File: config.mk
export PLATFORM = sky130hd
export DESIGN_NAME = sha1_byte_stream_hasher_unit
export DESIGN_NICKNAME = d
export VERILOG_FILES = /design/src/hdl/sha1bs_pkg.sv /design/src/hdl/sha1bs_round.sv /design/src/hdl/sha1_byte_stream_hasher_unit.sv
export SDC_FILE = /design/constraint.sdc
export NUM_CORES = 2
export LEC_CHECK = 0
export BUFFER_PORTS_ARGS = -buffer_cell sky130_fd_sc_hd__buf_2
export CELL_PAD_IN_SITES_DETAIL_PLACEMENT = 1
export CELL_PAD_IN_SITES_GLOBAL_PLACEMENT = 1
export CORE_ASPECT_RATIO = 0.6
export CORE_MARGIN = 2
export CORE_UTILIZATION = 30
export CTS_BUF_LIST = sky130_fd_sc_hd__clkbuf_2
export CTS_CLUSTER_DIAMETER = 150
export DETAILED_ROUTE_END_ITERATION = 8
export PLACE_DENSITY = 0.62
export SYNTH_ARGS = -nofsm -noshare
export SYNTH_HDL_FRONTEND = slang
export SYNTH_SLANG_ARGS = --single-unit
File: constraint.sdc
create_clock -name clk -period 16.55 [get_ports clk]
set_input_delay 1.655 -clock clk [delete_from_list [all_inputs] [get_ports clk]]
set_output_delay 1.655 -clock clk [all_outputs]
set_load 0.01 [all_outputs]
File: src/hdl/sha1bs_pkg.sv
// Shared types and constants for the SHA-1 byte stream hasher.
// Used by the round logic and the top level; depends on nothing.
`default_nettype none

package sha1bs_pkg;

	typedef struct packed {
		logic [31:0] a;
		logic [31:0] b;
		logic [31:0] c;
		logic [31:0] d;
		logic [31:0] e;
	} sha1bs_work_t;

	localparam logic [31:0] H_INIT [5] = '{
		32'h67452301, 32'hefcdab89, 32'h98badcfe, 32'h10325476, 32'hc3d2e1f0
	};

	localparam logic [31:0] K_ROUND [4] = '{
		32'h5a827999, 32'h6ed9eba1, 32'h8f1bbcdc, 32'hca62c1d6
	};

	localparam logic [7:0] PAD_BYTE = 8'h80;
	localparam logic [6:0] LAST_ROUND = 7'd79;
	localparam logic [2:0] LAST_WORD_IDX = 3'd4;

endpackage

`default_nettype wire

File: src/hdl/sha1bs_round.sv
// One SHA-1 round: the logic function, round constant and the five-word update.
// Depends on sha1bs_pkg.
`default_nettype none

module sha1bs_round (
	input  var sha1bs_pkg::sha1bs_work_t cur,
	input  var logic [31:0]              wt,
	input  var logic [6:0]               rnd,
	output var sha1bs_pkg::sha1bs_work_t nxt
);
	import sha1bs_pkg::*;

	logic [1:0]  grp;
	logic [31:0] f;
	logic [31:0] k;

	always_comb begin
		if (rnd < 7'd20) begin
			grp = 2'd0;
		end else if (rnd < 7'd40) begin
			grp = 2'd1;
		end else if (rnd < 7'd60) begin
			grp = 2'd2;
		end else begin
			grp = 2'd3;
		end
	end

	always_comb begin
		case (grp)
			2'd0: f = (cur.b & cur.c) | (~cur.b & cur.d);
			2'd2: f = (cur.b & cur.c) ^ (cur.b & cur.d) ^ (cur.c & cur.d);
			default: f = cur.b ^ cur.c ^ cur.d;
		endcase
		k = K_ROUND[grp];
	end

	always_comb begin
		nxt.a = {cur.a[26:0], cur.a[31:27]} + f + cur.e + wt + k;
		nxt.b = cur.a;
		nxt.c = {cur.b[1:0], cur.b[31:2]};
		nxt.d = cur.c;
		nxt.e = cur.d;
	end

endmodule

`default_nettype wire

File: src/hdl/sha1_byte_stream_hasher_unit.sv
// Top level of the SHA-1 byte stream hasher: byte packing, padding sequencer,
// message schedule and chaining state. Depends on sha1bs_pkg and sha1bs_round.
`default_nettype none

// Message bytes are taken one per cycle while idle, shifted big-endian into a
// 16-word block buffer. Every 64th byte starts the compression, which runs
// one round per cycle through a single round unit over all rounds and then
// adds the working words into the chaining state. A finish request shifts
// in the 0x80 pad, zero fill and the bit length one byte per cycle,
// compresses, and repeats this with a second block when fewer than 9 bytes
// were free. The five digest words then leave H0 first, one per accepted
// output word. No input is taken while a compression, padding or digest
// output is in progress.
module sha1_byte_stream_hasher_unit (
	input  var logic        clk,
	input  var logic        arst_n,
	input  var logic        in_valid,
	output var logic        in_stall,
	input  var logic        req_type,
	input  var logic [7:0]  data_byte,
	output var logic        out_valid,
	input  var logic        out_stall,
	output var logic [31:0] digest_word,
	output var logic [2:0]  word_index,
	output var logic        last_word
);
	import sha1bs_pkg::*;

	localparam logic [2:0] ST_IDLE = 3'd0;
	localparam logic [2:0] ST_PAD  = 3'd1;
	localparam logic [2:0] ST_COMP = 3'd2;
	localparam logic [2:0] ST_ADD  = 3'd3;
	localparam logic [2:0] ST_OUT  = 3'd4;

	logic [2:0]   state_q;
	logic [2:0]   ret_q;
	logic [31:0]  h_q [5];
	logic [31:0]  w_q [16];
	logic [60:0]  count_q;
	logic [63:0]  bits_q;
	logic [5:0]   pos_q;
	logic         first_q;
	logic         extra_q;
	logic [6:0]   rnd_q;
	logic [2:0]   out_idx_q;
	sha1bs_work_t work_q;
	sha1bs_work_t work_next;
	sha1bs_work_t work_init;
	logic         in_acc;
	logic         out_acc;
	logic         shift_byte;
	logic [7:0]   byte_in;
	logic         len_byte;
	logic [31:0]  sched_new;
	logic [31:0]  sched_x;

	assign in_stall = (state_q != ST_IDLE);
	assign in_acc = in_valid && !in_stall;
	assign out_valid = (state_q == ST_OUT);
	assign out_acc = out_valid && !out_stall;

	assign work_init = '{a: h_q[0], b: h_q[1], c: h_q[2], d: h_q[3], e: h_q[4]};

	sha1bs_round u_round (
		.cur (work_q),
		.wt  (w_q[0]),
		.rnd (rnd_q),
		.nxt (work_next)
	);

	assign sched_x = w_q[13] ^ w_q[8] ^ w_q[2] ^ w_q[0];
	assign sched_new = {sched_x[30:0], sched_x[31]};

	always_comb begin
		len_byte = (pos_q >= 6'd56) && !extra_q;
		if (state_q == ST_PAD) begin
			shift_byte = 1'b1;
			if (first_q) begin
				byte_in = PAD_BYTE;
			end else if (len_byte) begin
				byte_in = bits_q[63:56];
			end else begin
				byte_in = 8'h00;
			end
		end else begin
			shift_byte = in_acc && !req_type;
			byte_in = data_byte;
		end
	end

	always_ff @(posedge clk) begin
		if (shift_byte) begin
			for (int i = 0; i < 15; i++) begin
				w_q[i] <= {w_q[i][23:0], w_q[i+1][31:24]};
			end
			w_q[15] <= {w_q[15][23:0], byte_in};
		end else if (state_q == ST_COMP) begin
			for (int i = 0; i < 15; i++) begin
				w_q[i] <= w_q[i+1];
			end
			w_q[15] <= sched_new;
		end
	end

	always_ff @(posedge clk) begin
		if (state_q == ST_COMP) begin
			work_q <= work_next;
		end else if ((shift_byte && state_q == ST_IDLE && count_q[5:0] == 6'd63)
				|| (state_q == ST_PAD && pos_q == 6'd63)) begin
			work_q <= work_init;
		end
		if (in_acc && req_type) begin
			bits_q <= {count_q, 3'b000};
		end else if (state_q == ST_PAD && !first_q && len_byte) begin
			bits_q <= {bits_q[55:0], 8'h00};
		end
	end

	always_ff @(posedge clk or negedge arst_n) begin
		if (!arst_n) begin
			state_q <= ST_IDLE;
			ret_q <= ST_IDLE;
			count_q <= '0;
			pos_q <= '0;
			first_q <= 1'b0;
			extra_q <= 1'b0;
			rnd_q <= '0;
			out_idx_q <= '0;
			for (int i = 0; i < 5; i++) begin
				h_q[i] <= H_INIT[i];
			end
		end else begin
			case (state_q)
				ST_IDLE: begin
					if (in_acc) begin
						if (req_type) begin
							pos_q <= count_q[5:0];
							first_q <= 1'b1;
							extra_q <= (count_q[5:0] >= 6'd56);
							count_q <= '0;
							state_q <= ST_PAD;
						end else begin
							count_q <= count_q + 61'd1;
							if (count_q[5:0] == 6'd63) begin
								rnd_q <= '0;
								ret_q <= ST_IDLE;
								state_q <= ST_COMP;
							end
						end
					end
				end
				ST_PAD: begin
					first_q <= 1'b0;
					pos_q <= pos_q + 6'd1;
					if (pos_q == 6'd63) begin
						rnd_q <= '0;
						state_q <= ST_COMP;
						extra_q <= 1'b0;
						ret_q <= extra_q ? ST_PAD : ST_OUT;
					end
				end
				ST_COMP: begin
					rnd_q <= rnd_q + 7'd1;
					if (rnd_q == LAST_ROUND) begin
						state_q <= ST_ADD;
					end
				end
				ST_ADD: begin
					h_q[0] <= h_q[0] + work_q.a;
					h_q[1] <= h_q[1] + work_q.b;
					h_q[2] <= h_q[2] + work_q.c;
					h_q[3] <= h_q[3] + work_q.d;
					h_q[4] <= h_q[4] + work_q.e;
					out_idx_q <= '0;
					state_q <= ret_q;
				end
				ST_OUT: begin
					if (out_acc) begin
						if (out_idx_q == LAST_WORD_IDX) begin
							for (int i = 0; i < 5; i++) begin
								h_q[i] <= H_INIT[i];
							end
							state_q <= ST_IDLE;
						end else begin
							out_idx_q <= out_idx_q + 3'd1;
						end
					end
				end
				default: begin
					state_q <= ST_IDLE;
				end
			endcase
		end
	end

	always_comb begin
		case (out_idx_q)
			3'd0: digest_word = h_q[0];
			3'd1: digest_word = h_q[1];
			3'd2: digest_word = h_q[2];
			3'd3: digest_word = h_q[3];
			default: digest_word = h_q[4];
		endcase
	end

	assign word_index = out_idx_q;
	assign last_word = (out_idx_q == LAST_WORD_IDX);

endmodule

`default_nettype wire

==> impl_results.md <==
* Status: completed
* Initial core utilization at 0.301
* Critical Path End Type: register
* Combinational fraction of design power at 0.456
* Worst-path fanout max at 35
* Most instantiated cells after synthesis: nand2_1, edfxtp_1, o21ai_0
* Sw Share at 0.444
* Cells after Synth at 5756
* Root buf cell: clkbuf_2
* Core area at 184000 µm²
* IO Port Bufs at 50
* Number of enable flip-flop cells after synthesis at 733
* Slew margin rel. at 0.193
* Mapped Area at 55500 µm²
* Worst-case clock skew at 0.249 ns
* Seq pwr share at 0.390
* Routed WL per cell at 21.9 µm
* Warnings from Yosys at 0
* Vias in the first global route at 43400
* GP Congestion at 0.908
* Row cnt at 122
* Async set-reset flop share out of synthesis at 0.250
* Initial antenna violation count at 17
* Final ANT Viol Nets at 0
* Crit Path Class: reg2reg
* Post-synth net total at 6095
* CP max-delay cell: nand2_2
* Max Fclk at 0.138 GHz
* First-pass DRT Iterations at 5
* Final worst slack at 9.30 ns
* Global-route wire length before repair at 282000 µm
* Via count at 43400
* GR Overflow Total at 0
* Layout Cells excl Fill at 8528
* Hold_ws at 0.467 ns
* Slew Viols, Final at 0
* Total Routing Usage GR at 0.196
* Final Hold Viols at 0
* Synthesis-stage register bit count at 977
* Setup WS pre-CTS at 9.58 ns
* Post-CTS setup buffer count at 0
* Critical path, cell by cell: a41oi_1 -> nand2_2 -> o22ai_1 -> nor2_1 -> fa_1 -> fa_1 -> inv_1 -> ha_1 -> fa_1 -> a21o_1 -> a21oi_1 -> o21bai_1 -> a2111oi_0 -> o41a_1 -> o21ai_1 -> o41ai_1 -> o21ba_2 -> xor2_1 -> o21ai_0
* Worst min path class: reg2reg
* Largest net degree at the start of global routing at 208
* RSZ-0062 raised after global routing: no
* Synth area leader: edfxtp_1
* Clock Path Buffers at 4
* Worst skew pair latency at 1.61 ns
* CP startpoint kind: register
* Iter 0 DRT Violations at 4255
* Die Y at 337 µm
* Synth unique cells at 87
* Yosys top cell area share at 0.397
* Post-CTS Resized at 0
* Minimum clock period at 7.25 ns
* Via-per-instance ratio at 5.09
* Post-Syn Area per Cell at 9.64 µm²
* Static Leak at 26.9 nW
* CTS clk-pin slew, worst paths at 0.12 ns
* Final WL at 187000 µm
* Sequential element share of the synthesized area at 0.508
* Die W at 559 µm
* VDD IR-drop max at 0.112 mV
* Worst EP arrival at 8.35 ns
* Number of max-cap violations at 0
* Fillers at 21400
* Die area at 189000 µm²
* PD cells at 186 nW/µm²
* Worst Tran Pin Value at 1.21 ns
* CTS tree: done
* Share of layout cells above drive strength 1 at 0.110
* Total negative slack at 0 ns
* Placed cell count at 8077
* Synthesis-to-finish area growth at 9.33%
* # DRC at 0
* Top_reg_cell synth: edfxtp_1
* Count leader, synth: nand2_1
* Final #Nets at 6178
* Setup Viol. Count Final at 0
* Crit path top cell by count: fa_1
* CP required at 17.65 ns
* H-tree depth at 4
* Final worst-path cycle share at 0.438
* Worst path max stage delay at 0.79 ns
* CTS sink cnt at 977
* Area contributors post-synth: edfxtp_1, nand2_1, dfrtp_1
* Clock power frac at 0.155
* Switching power at 0.00502 W
* Post-DP HPWL at 132000 µm
* Cts bufs inserted at 239
* Io pins at 51
* P_int at 0.00629 W
power groups by stage:
stage               combinational, W  sequential (W)  clock [W]
finish                       0.00515         0.00441    0.00175
global route                 0.00573         0.00451    0.00193
CTS                          0.00511         0.00440    0.00181
detailed placement           0.00507         0.00444          0
floorplan                    0.00353         0.00430          0
global placement             0.00494         0.00443          0
logic make-up after synthesis:
logic type | count (synthesis) | synth area share
simple gates | 2411 | 0.176
compound gates | 1080 | 0.123
flops | 977 | 0.508
buf+inv | 578 | 0.0391
fa+ha+maj | 327 | 0.0903
xor+xnor | 289 | 0.0456
mux | 94 | 0.0184
area by class of cell:
type | count | area [µm²] | share of cell area
Timing Repair Buffer | 96 | 683 | 0.0113
Sequential cell | 977 | 28200 | 0.465
Tap cell | 2480 | 3100 | 0.0511
Clock inverter | 72 | 343 | 0.00565
Antenna cell | 9 | 22.5 | 0.000371
Clock buffer | 369 | 1850 | 0.0304
Multi-Input combinational cell | 4201 | 25200 | 0.416
Inverter | 324 | 1220 | 0.0200
worst max-delay path: cells and delay by family (launching register included):
kind / cells / cell delay [ns]
simple gates: 2 / 0.93
buf+inv: 1 / 0.04
fa+ha+maj: 4 / 1.69
xor+xnor: 1 / 0.14
compound gates: 11 / 3.49
flops: 1 / 0.51
path summary, 6_finish.rpt:
check                       startpoint           to  slack, ns  cells past startpoint
max in group asynchronous       arst_n     h_q[110]      13.81                      4
setup / recovery              rnd_q[4]  work_q[147]       9.30                     19
setup reg to reg              rnd_q[4]  work_q[147]       9.30                     19
hold / removal             w_q[0][120]   w_q[0][88]       0.47                      2
hold reg to reg            w_q[0][120]   w_q[0][88]       0.47                      2
min in group asynchronous       arst_n     rnd_q[4]       0.67                      2
layout by cell type (no fill, tap or decap), types with 54 or more instances in the layout:
cell type | Yosys | routed
a22oi_1 | 68 | 68
dfrtp_1 | 164 | 164
edfxtp_1 | 733 | 733
xor2_1 | 102 | 102
nor2_1 | 290 | 287
mux2_2 | 54 | 54
a31oi_1 | 54 | 54
xnor2_1 | 187 | 187
ha_1 | 203 | 203
nand3_1 | 69 | 69
inv_1 | 324 | 324
a21o_1 | 98 | 98
o21ai_0 | 366 | 363
fa_1 | 123 | 123
nand2_1 | 1820 | 1816
dfstp_2 | 80 | 80
a21oi_1 | 226 | 225
clkbuf_2 | 0 | 369
clkinv_1 | 0 | 56
stage by stage:
stage           util  cell area [µm²]  power, W
2_1_floorplan      -            55500   0.00783
3_3_place_gp   0.317            58400   0.00937
3_5_place_dp   0.317            58400   0.00951
4_1_cts        0.329            60600    0.0113
5_1_grt        0.330            60700    0.0122
6_report       0.330            60700    0.0113
sequential cells by signal, summed over array words and instances (netlist names):
name and flops:
w_q 512, h_q 160, work_q 160, bits_q 61
count_q 61, rnd_q 7, pos_q 6, state_q 3
word_index 3, ret_q 2, extra_q 1, first_q 1
metal layers:
metal  wire length (µm)  up-vias  GRT usage
met5                 27        -          0
met4               2720        4     0.0389
met2              66900     1349      0.239
met1              98600    21900      0.321
met3              18700      222     0.0636
li1                   -    20000          -
what timing repair did:
action,CTS,global route
endpoints found under the setup margin,0,0
endpoints found under the hold margin,21,0
hold buffers,1,0
No activity file was read; power rests on OpenSTA's default activity.
